### src/rtl/icm_pkg.sv
// shared types, palette tables and helpers for the interpolated palette colormap
`timescale 1ns / 1ps

package icm_pkg;

    // palette selection codes
    typedef enum logic [2:0] {
        MODE_RAINBOW          = 3'd0,
        MODE_GREEN_RED        = 3'd1,
        MODE_GREEN_WHITE      = 3'd2,
        MODE_GREEN            = 3'd3,
        MODE_WHITE_BLACK_GRAY = 3'd4,
        MODE_GRAYSCALE        = 3'd5,
        MODE_BLACK_GRAYSCALE  = 3'd6
    } t_mode;

    // palette entry value, units of 1/1020
    typedef logic signed [11:0] t_pal_val;

    // per-item flags for the background color
    typedef struct packed {
        logic neg;
        logic clear;
    } t_tag;

    // stage advance enables handed to a two-stage section
    typedef struct packed {
        logic first;
        logic second;
    } t_adv;

    localparam int PalTables  = 7;
    localparam int PalEntries = 12;
    localparam int Channels   = 3;
    localparam int Taps       = 4;

    localparam logic [7:0] BYTE_MAX = 8'hFF;
    localparam logic [7:0] BYTE_MIN = 8'h00;

    localparam logic [3:0] PAL_COUNT [PalTables] = '{
        4'd11, 4'd11, 4'd7, 4'd6, 4'd6, 4'd0, 4'd0
    };

    localparam t_pal_val PAL_TABLE [PalTables][PalEntries][Channels] = '{
        '{ // rainbow
            '{12'sd1020, 12'sd0, 12'sd0},    '{12'sd592, 12'sd0, 12'sd844},
            '{12'sd592, 12'sd0, 12'sd844},   '{12'sd300, 12'sd0, 12'sd520},
            '{12'sd0, 12'sd0, 12'sd1020},    '{12'sd0, 12'sd510, 12'sd0},
            '{12'sd1020, 12'sd1020, 12'sd0}, '{12'sd1020, 12'sd510, 12'sd0},
            '{12'sd1020, 12'sd0, 12'sd0},    '{12'sd1020, 12'sd0, 12'sd0},
            '{-12'sd510, 12'sd0, 12'sd0},    '{12'sd765, 12'sd0, 12'sd0}
        },
        '{ // green-red
            '{12'sd0, 12'sd1020, 12'sd0},    '{12'sd0, 12'sd1020, 12'sd0},
            '{12'sd0, 12'sd1020, 12'sd0},    '{12'sd0, 12'sd1020, 12'sd0},
            '{12'sd0, 12'sd1020, 12'sd0},    '{12'sd1020, 12'sd1020, 12'sd0},
            '{12'sd1020, 12'sd1020, 12'sd0}, '{12'sd1020, 12'sd0, 12'sd0},
            '{12'sd1020, 12'sd0, 12'sd0},    '{12'sd1020, 12'sd0, 12'sd0},
            '{-12'sd510, 12'sd0, 12'sd0},    '{12'sd765, 12'sd0, 12'sd0}
        },
        '{ // green-white
            '{12'sd0, 12'sd1020, 12'sd0},       '{12'sd0, 12'sd1020, 12'sd0},
            '{12'sd0, 12'sd1020, 12'sd0},       '{12'sd1020, 12'sd1020, 12'sd1020},
            '{12'sd1020, 12'sd1020, 12'sd1020}, '{12'sd1020, 12'sd1020, 12'sd1020},
            '{12'sd1020, 12'sd1020, 12'sd1020}, '{12'sd1020, 12'sd1020, 12'sd1020},
            '{12'sd0, 12'sd0, 12'sd0},          '{12'sd0, 12'sd0, 12'sd0},
            '{12'sd0, 12'sd0, 12'sd0},          '{12'sd0, 12'sd0, 12'sd0}
        },
        '{ // green
            '{12'sd0, 12'sd0, 12'sd0},    '{12'sd0, 12'sd0, 12'sd0},
            '{12'sd0, 12'sd1020, 12'sd0}, '{12'sd0, 12'sd1020, 12'sd0},
            '{12'sd0, 12'sd1020, 12'sd0}, '{12'sd0, 12'sd1020, 12'sd0},
            '{12'sd0, 12'sd1020, 12'sd0}, '{12'sd0, 12'sd0, 12'sd0},
            '{12'sd0, 12'sd0, 12'sd0},    '{12'sd0, 12'sd0, 12'sd0},
            '{12'sd0, 12'sd0, 12'sd0},    '{12'sd0, 12'sd0, 12'sd0}
        },
        '{ // white-black-gray
            '{12'sd1020, 12'sd1020, 12'sd1020}, '{12'sd1020, 12'sd1020, 12'sd1020},
            '{12'sd0, 12'sd0, 12'sd0},          '{12'sd0, 12'sd0, 12'sd0},
            '{12'sd0, 12'sd0, 12'sd0},          '{12'sd510, 12'sd510, 12'sd510},
            '{12'sd510, 12'sd510, 12'sd510},    '{12'sd0, 12'sd0, 12'sd0},
            '{12'sd0, 12'sd0, 12'sd0},          '{12'sd0, 12'sd0, 12'sd0},
            '{12'sd0, 12'sd0, 12'sd0},          '{12'sd0, 12'sd0, 12'sd0}
        },
        '{ // grayscale
            '{12'sd0, 12'sd0, 12'sd0}, '{12'sd0, 12'sd0, 12'sd0},
            '{12'sd0, 12'sd0, 12'sd0}, '{12'sd0, 12'sd0, 12'sd0},
            '{12'sd0, 12'sd0, 12'sd0}, '{12'sd0, 12'sd0, 12'sd0},
            '{12'sd0, 12'sd0, 12'sd0}, '{12'sd0, 12'sd0, 12'sd0},
            '{12'sd0, 12'sd0, 12'sd0}, '{12'sd0, 12'sd0, 12'sd0},
            '{12'sd0, 12'sd0, 12'sd0}, '{12'sd0, 12'sd0, 12'sd0}
        },
        '{ // black-grayscale
            '{12'sd0, 12'sd0, 12'sd0}, '{12'sd0, 12'sd0, 12'sd0},
            '{12'sd0, 12'sd0, 12'sd0}, '{12'sd0, 12'sd0, 12'sd0},
            '{12'sd0, 12'sd0, 12'sd0}, '{12'sd0, 12'sd0, 12'sd0},
            '{12'sd0, 12'sd0, 12'sd0}, '{12'sd0, 12'sd0, 12'sd0},
            '{12'sd0, 12'sd0, 12'sd0}, '{12'sd0, 12'sd0, 12'sd0},
            '{12'sd0, 12'sd0, 12'sd0}, '{12'sd0, 12'sd0, 12'sd0}
        }
    };

    // unused mode code falls back to rainbow
    function automatic t_mode palette_select(input logic [2:0] mode);
        t_mode sel;
        case (mode)
            MODE_RAINBOW:          sel = MODE_RAINBOW;
            MODE_GREEN_RED:        sel = MODE_GREEN_RED;
            MODE_GREEN_WHITE:      sel = MODE_GREEN_WHITE;
            MODE_GREEN:            sel = MODE_GREEN;
            MODE_WHITE_BLACK_GRAY: sel = MODE_WHITE_BLACK_GRAY;
            MODE_GRAYSCALE:        sel = MODE_GRAYSCALE;
            MODE_BLACK_GRAYSCALE:  sel = MODE_BLACK_GRAYSCALE;
            default:               sel = MODE_RAINBOW;
        endcase
        return sel;
    endfunction

    // palettes whose background is transparent black
    function automatic logic palette_clear_bg(input t_mode sel);
        return (sel == MODE_GREEN_WHITE) || (sel == MODE_GREEN) ||
               (sel == MODE_BLACK_GRAYSCALE);
    endfunction

endpackage

### src/rtl/icm_index.sv
// scale and index stages: position times entry count, clamped taps, palette lookup
`timescale 1ns / 1ps

module icm_index #(
    parameter int POSITION_FRACTION_BITS = 16
) (
    input  logic                 i_clk,
    input  icm_pkg::t_adv        i_adv,
    input  logic signed [17:0]   i_position,
    input  logic [2:0]           i_mode,
    output icm_pkg::t_pal_val    o_tap [icm_pkg::Taps][icm_pkg::Channels],
    output logic [POSITION_FRACTION_BITS-1:0] o_frac,
    output icm_pkg::t_tag        o_tag
);

    localparam int FracW = POSITION_FRACTION_BITS;
    localparam int ScW   = 21;              // n * position, n <= 11
    localparam int ExtW  = ScW + FracW;

    // stage 1
    icm_pkg::t_mode   n_s1_sel, r_s1_sel;
    logic [ScW-1:0]   n_s1_f, r_s1_f;
    icm_pkg::t_tag    n_s1_tag, r_s1_tag;

    always_comb begin
        n_s1_sel       = icm_pkg::palette_select(i_mode);
        n_s1_f         = ScW'(icm_pkg::PAL_COUNT[n_s1_sel]) * ScW'(i_position[16:0]);
        n_s1_tag.neg   = i_position[17];
        n_s1_tag.clear = icm_pkg::palette_clear_bg(n_s1_sel);
    end

    always_ff @(posedge i_clk) begin
        if (i_adv.first) begin
            r_s1_sel <= n_s1_sel;
            r_s1_f   <= n_s1_f;
            r_s1_tag <= n_s1_tag;
        end
    end

    // stage 2
    logic [ExtW-1:0]  f_ext;
    logic [ScW:0]     fl, fl_m1, fl_p1, fl_p2, cnt;
    logic [3:0]       idx [icm_pkg::Taps];
    logic             over;
    logic [FracW-1:0] n_s2_frac, r_s2_frac;
    icm_pkg::t_pal_val n_s2_tap [icm_pkg::Taps][icm_pkg::Channels];
    icm_pkg::t_pal_val r_s2_tap [icm_pkg::Taps][icm_pkg::Channels];
    icm_pkg::t_tag    r_s2_tag;

    always_comb begin
        f_ext = ExtW'(r_s1_f);
        fl    = (ScW+1)'(f_ext[ExtW-1:FracW]);
        cnt   = (ScW+1)'(icm_pkg::PAL_COUNT[r_s1_sel]);
        fl_m1 = fl - (ScW+1)'(1);
        fl_p1 = fl + (ScW+1)'(1);
        fl_p2 = fl + (ScW+1)'(2);
        over  = fl > cnt;
        idx[0] = (fl == '0) ? 4'd0 : ((fl_m1 > cnt) ? cnt[3:0] : fl_m1[3:0]);
        idx[1] = over ? cnt[3:0] : fl[3:0];
        idx[2] = (fl_p1 > cnt) ? cnt[3:0] : fl_p1[3:0];
        idx[3] = (fl_p2 > cnt) ? cnt[3:0] : fl_p2[3:0];
        // past the top all taps hit the last entry, so the weight drops out
        n_s2_frac = over ? '0 : f_ext[FracW-1:0];
        for (int k = 0; k < icm_pkg::Taps; k++) begin
            for (int c = 0; c < icm_pkg::Channels; c++) begin
                n_s2_tap[k][c] = icm_pkg::PAL_TABLE[r_s1_sel][idx[k]][c];
            end
        end
    end

    always_ff @(posedge i_clk) begin
        if (i_adv.second) begin
            r_s2_frac <= n_s2_frac;
            r_s2_tap  <= n_s2_tap;
            r_s2_tag  <= r_s1_tag;
        end
    end

    assign o_tap  = r_s2_tap;
    assign o_frac = r_s2_frac;
    assign o_tag  = r_s2_tag;

endmodule

### config.mk
export PLATFORM = sky130hd
export DESIGN_NAME = icm_index
export DESIGN_NICKNAME = d
export VERILOG_FILES = /design/src/rtl/icm_pkg.sv /design/src/rtl/icm_index.sv
export SDC_FILE = /design/constraint.sdc
export NUM_CORES = 1
export LEC_CHECK = 0
export BUFFER_PORTS_ARGS = -buffer_cell sky130_fd_sc_hd__buf_2
export CAP_MARGIN = 30
export CORE_MARGIN = 5
export CORE_UTILIZATION = 49
export DETAILED_ROUTE_END_ITERATION = 10
export PLACE_DENSITY = 0.73
export SLEW_MARGIN = 10
export SYNTH_ARGS = -nofsm -noshare
export SYNTH_HDL_FRONTEND = slang
export SYNTH_SLANG_ARGS = --single-unit
### constraint.sdc
create_clock -name i_clk -period 5.55 [get_ports i_clk]
set_clock_uncertainty 0.1 [all_clocks]
set_input_delay 0.2775 -clock i_clk [delete_from_list [all_inputs] [get_ports i_clk]]
set_output_delay 0.2775 -clock i_clk [all_outputs]
set_load 0.1 [all_outputs]
## Yosys cells after proc, flatten, opt, wreduce, memory -nomap -nowiden

Memory sizes are Yosys's and may differ from the RTL's.
Cells that the tools add are included.

| storage, ports and cells | value |
|---|---|
| bits in registers | 188 |
| memories kept | 3 |
| output and inout port bits | 162 |
| ROM bits | 3520 |

| operators by class | value |
|---|---|
| add/sub/neg operators | 3 |
| $lt $le $gt $ge | 10 |
| mux-type cells | 24 |
| bitwise logic cells | 6 |
| $mul | 1 |
| equality and inequality tests | 9 |
| reductions and logical operators | 3 |

Memories:

| memory | depth | bits a word | read ports | clocked after memory_dff | wr ports | line | RTL |
|---|---|---|---|---|---|---|---|
| (no name shown) | 8 | 432 | 1 | 0 | 0 | icm_index.sv:66 | `n_s2_tap[k][c] = icm_pkg::PAL_TABLE[r_s1_sel][idx[k]][c];` |
| (no name shown) | 8 | 4 | 1 | 0 | 0 | icm_index.sv:53 | `cnt = (ScW+1)'(icm_pkg::PAL_COUNT[r_s1_sel]);` |
| (no name shown) | 8 | 4 | 1 | 0 | 0 | icm_index.sv:27 | `n_s1_f = ScW'(icm_pkg::PAL_COUNT[n_s1_sel]) * ScW'(i_position[16:0]);` |

Operator list:

| operator | count |
|---|---|
| $mux W432 | 2 |
| $bmux W36 S4 | 4 |
| $mux W36 | 8 |
| $mux W4 | 9 |
| $gt A22 B4 Y1 | 1 |
| $mul A4 B17 Y21 | 1 |
| $ge A5 B5 Y1 const B | 4 |
| $not A4 Y5 | 4 |
| $pmux W3 S6 | 1 |
| $eq A3 B2 Y1 const B | 4 |
| $eq A3 B3 Y1 const B | 4 |
| $gt A6 B4 Y1 | 2 |
| $ge A4 B4 Y1 const B | 2 |
| $not A3 Y4 | 2 |
| $add A5 B1 Y6 const B | 1 |
| $add A5 B2 Y6 const B | 1 |
| $sub A5 B1 Y6 const B | 1 |
| $gt A5 B4 Y1 | 1 |
| $logic_not A5 Y1 | 1 |
| $eq A3 B1 Y1 const B | 1 |
| $logic_or A1 B1 Y1 | 2 |

## Longest topological paths before layout

| depth | value |
|---|---|
| word-level depth | 11 |
| depth in mapped cells | 19 |
| depth with buffers taken out | 18 |

## Least setup slack after synthesis

No wires, ideal clock.

| path | value |
|---|---|
| kind | input-to-reg |
| from | in i_mode[1] |
| to | reg r_s1_f[19] (data pin) |
| library setup time | 0.258 ns |
| stages on the path | 18 |
| data required time | 5.192 ns |
| arrival | 4.059 ns |
| path slack | 1.133 ns |
| cells stage by stage | nand2_1 > and2_1 > nor2_1 > a21oi_1 > clkbuf_1 > and2_1 > fa_1 > inv_1 > fa_1 > inv_1 > ha_1 > or3_1 > or3_1 > o221ai_1 > o211ai_1 > a31o_2 > a21oi_1 > xnor2_1 |

| on the way | value |
|---|---|
| longest elaborated chain between the ends | 7 |

RTL lines:

| item | line | RTL |
|---|---|---|
| from (decl) | icm_index.sv:10 | `input logic [2:0] i_mode,` |
| $eq A3 B3 Y1, or another cell as far along | icm_pkg.sv:106 | `case (mode)` |
| $pmux W3 S6 (*) | icm_pkg.sv:106 |  |
| net n_s1_sel[2] | icm_index.sv:21 | `icm_pkg::t_mode n_s1_sel, r_s1_sel;` |
| $not A3 Y4 (implied by the code) (*) | icm_index.sv:27 |  |
| $mem_v2 Z8 W4 (*) | -- |  |
| $mux W4 (implied by the code) (*) (2 in series) | icm_index.sv:27 |  |
| $mul A4 B17 Y21 (*) | icm_index.sv:27 |  |
| net n_s1_f[19] | icm_index.sv:22 | `logic [ScW-1:0] n_s1_f, r_s1_f;` |
| to (signal assigned) | icm_index.sv:35 | `r_s1_f <= n_s1_f;` |
| to (decl) | icm_index.sv:22 |  |

Mark *: on every way through the listed nets, which the timed path passes. The rest lies on a longest branch. The select of a mux whose other input is x is not followed.
A chain may end at the register's enable or synchronous reset.

## Worst setup path in the final report

| path | value |
|---|---|
| from | reg r_s1_f[17] |
| to | reg r_s2_tap, in the netlist o_tap[128] (data pin) |

| on the way | value |
|---|---|
| longest elaborated chain between the ends | 8 |

RTL lines:

| item | line | RTL |
|---|---|---|
| $sub A5 B1 Y6 | icm_index.sv:54 | `fl_m1 = fl - (ScW+1)'(1);` |
| $gt A22 B4 Y1 | icm_index.sv:58 | `idx[0] = (fl == '0) ? 4'd0 : ((fl_m1 > cnt) ? cnt[3:0] : fl_m1[3:0]);` |
| $mux W4 | icm_index.sv:58 |  |
| $mux W4 (*) | icm_index.sv:58 |  |
| $not A4 Y5 (implied by the code) (*) | icm_index.sv:66 |  |
| $bmux W36 S4 (*) | -- |  |
| $mux W36 (*) (2 in series) | -- |  |
| to (signal assigned) | icm_index.sv:74 | `r_s2_tap <= n_s2_tap;` |
| to (decl) | icm_index.sv:47 | `icm_pkg::t_pal_val r_s2_tap [icm_pkg::Taps][icm_pkg::Channels];` |

Mark *: on every way between the ends. The rest lies on a longest branch, timed or not. The select of a mux whose other input is x is not followed.

==> results.yml <==
run_status:
  status: "finished clean"
synthesis:
  syn_inst: 937
  synth-edff-count: 108
  synth_top_area_share_pct: 36.1
  syn_area_per_cell_um2: 9.60
  syn_area_um2: 8990
  synth.area.top_cells: "edfxtp_1 36%, buf_4 7.0%, fa_1 6.7%"
  synth_seq_area_share_pct: 36.1
  synth_ff_type: "edfxtp_1"
  yosys.cell_types.count: 84
  ys_warn_count: 0
  async_flop_share_pct: 0
  ys_ff_latch: 108
  yosys.area.top_type: "edfxtp_1"
floorplan:
  start_util_pct: 49.9
  rows: 49
  die_w_um: 145
  dieArea_um2: 21200
  fp.dieH_um: 145
  io_pins: 186
  core-area_um2: 18000
timing:
  fin_setup_tns_ns: 0
  slew_violations: 0
  fin_crit_sh_pct: 79.4
  rsz0062_at_grt: "false"
  max_freq_ghz: 0.227
  worst_pin_slew_ns: 0.971
  final-setup-viol-count: 0
  period_needed_ns: 4.41
  timing.slew.headroom_pct: 35.1
  hold_viol: 0
cells_and_area:
  final_util_pct: 54.9
  area_growth_pct: 10.0
  final_layout_size_suffix_gt1_share_pct: 22.3
  num_antenna_cells: 0
  finalNetCount: 1142
detailed_routing:
  routed_wl_um: 20600
  drt_iter0_drc: 470
  drtPass1Iterations: 8
  drc: 0
  via_count: 7066
  ant_nets: 0
  wl_per_cell_um: 16.2
  viasPerCell: 5.55
setup_path:
  cp-end-kind: "register"
  cp.required_ns: 5.56
  cp_max_fo: 16
  worstReg2RegStart: "r_s1_f[17]"
  arrival_ns: 4.42
  r2r_end: "o_tap[128]"
  r2r_cells: 13
  r2r_setup_slack_ns: 1.14
  worstSetupPathType: "reg2reg"
  cp-start-kind: "register"
hold_path:
  min_path_cells: 2
  hp-start: "i_position[0]"
  min_path_type: "in2reg"
  hold_path_end: "r_s1_f[0]"
place:
  hpwl_um: 15700
  port_buffers: 161
  gp_congestion: 0.941
clock_tree:
  clkLatencyLatePin_ns: 0.36
  cts_max_level: 3
  clk_pin_slew_ns: 0.09
  clk_path_buf_depth: 2
  ctsHoldBuffers: 1
  post_cts_resized: 0
  cts_tree: "yes"
  post-cts-setup-buffers: 0
  clock-sinks: 108
  cts_buffers: 9
  cts_root_buf: "clkbuf_16"
grt:
  antenna_found_initial: 0
  grt_max_degree: 83
  grt_remaining_overflow: 0
  grt_pass1_wl_um: 33800
  grt_usage_pct: 19.2
  grt_pass1_vias: 6568
job:
  drv_cap: 0
## per-stage QoR
stage	cell area (um2)	setup WS, ns	hold WS, ns	cells
floorplan	9080	1.13	0.276	960
global placement	9540	1.02	0.301	1256
detailed placement	9540	0.882	0.305	1256
CTS	9880	1.21	0.134	1273
global route	9900	0.890	0.151	1274
finish	9900	1.14	0.137	1274
## critical path, stage by stage, from the launching register on
cell,delay [ns]
edfxtp_1,0.56
clkinv_1,0.44
ha_1,0.34
a21boi_1,0.14
xnor2_1,0.35
ha_1,0.32
nand2_1,0.09
a21oi_1,0.06
o21bai_1,0.41
nand3_1,0.29
and3_1,0.45
nor3_1,0.28
a2111oi_0,0.10
a31o_1,0.23
## cell usage after synthesis (3+ instances only)
cell	number
fa_1	30
inv_1	68
xor2_1	5
a31oi_1	19
edfxtp_1	108
nand2b_1	4
nand2_1	67
o2111ai_1	3
nand3_1	17
clkbuf_1	19
a31o_2	4
inv_2	3
or3_1	4
buf_4	84
or2_1	5
buf_6	6
nor2_2	3
o21bai_1	7
buf_2	6
o21ai_0	31
nor2_1	66
a32oi_1	4
o21a_1	9
a211oi_1	6
nand4_1	4
and2_1	70
o31a_1	3
o31ai_1	5
mux2i_1	10
o211ai_1	8
and3_1	6
a21o_1	13
xnor2_1	20
o311ai_0	3
a211o_1	5
nor2b_1	6
o211a_1	6
or2_2	3
a21boi_0	10
o21ai_1	9
ha_1	48
nor3_1	24
o22ai_1	5
a21oi_1	47
## placed cells by master (no fill, tap or decap), drive strengths merged, types with 7 or more instances in the layout
master and instances:
buf 183, edfxtp 108, inv 74, and2 71
nor2 70, nand2 68, ha 48, a21oi 47
o21ai 42, fa 30, nor3 26, conb 24
xnor2 20, a31oi 19, nand3 19, a21o 14
a21boi 11, mux2i 10, o21a 9, clkbuf 9
o211ai 8, or2 8, o21bai 7, and3 7
a211oi 7
## final cells by class
cell class / instances / area (um2)
multi-input cells: 664 / 4770
clock inverters: 7 / 101
repair buffers: 184 / 996
flip-flops and latches: 108 / 3240
well taps: 229 / 287
clock buffers: 9 / 225
fillers: 1619 / 8130
inverters: 73 / 274
## sequential cells by signal (all words and copies together) (netlist names)
| name | flops |
|---|---|
| o_tag | 2 |
| r_s1_tag | 2 |
| o_tap | 64 |
| r_s1_sel | 3 |
| r_s1_f | 21 |
| o_frac | 16 |
## cells by family after synthesis
logic type	Yosys count	synth area share (%)
AOI/OAI and AO/OA	227	17.6
xor gates and xnor gates	25	2.43
adders and majority gates	78	13.4
buffers and inverters	188	11.9
DFF	108	36.1
muxes	13	1.53
other	1	0.0417
and+or+nand+nor	297	17.1
## routing by layer
layer,global-route usage [%],vias to the layer above,routed length (um)
li1,-,3440,-
met1,25.3,3280,8710
met2,31.3,303,9830
met3,3.55,43,1490
met4,7.46,0,577
met5,0,-,0
## worst max-delay path by stage
stage	start	endpoint	slack (ns)	depth (start not counted)
6_report	r_s1_f[17]	o_tap[128]	1.14	13
5_1_grt	r_s1_f[17]	o_tap[140]	0.89	12
4_1_cts	r_s1_f[17]	o_tap[111]	1.21	12
3_5_place_dp	i_mode[1]	r_s1_f[20]	0.88	19
3_3_place_gp	i_mode[1]	r_s1_f[20]	1.02	19
2_1_floorplan	i_mode[1]	r_s1_f[19]	1.13	18
Power is not shown: default switching activity piles up to over one toggle a cycle in this logic, so the estimate is an artifact.
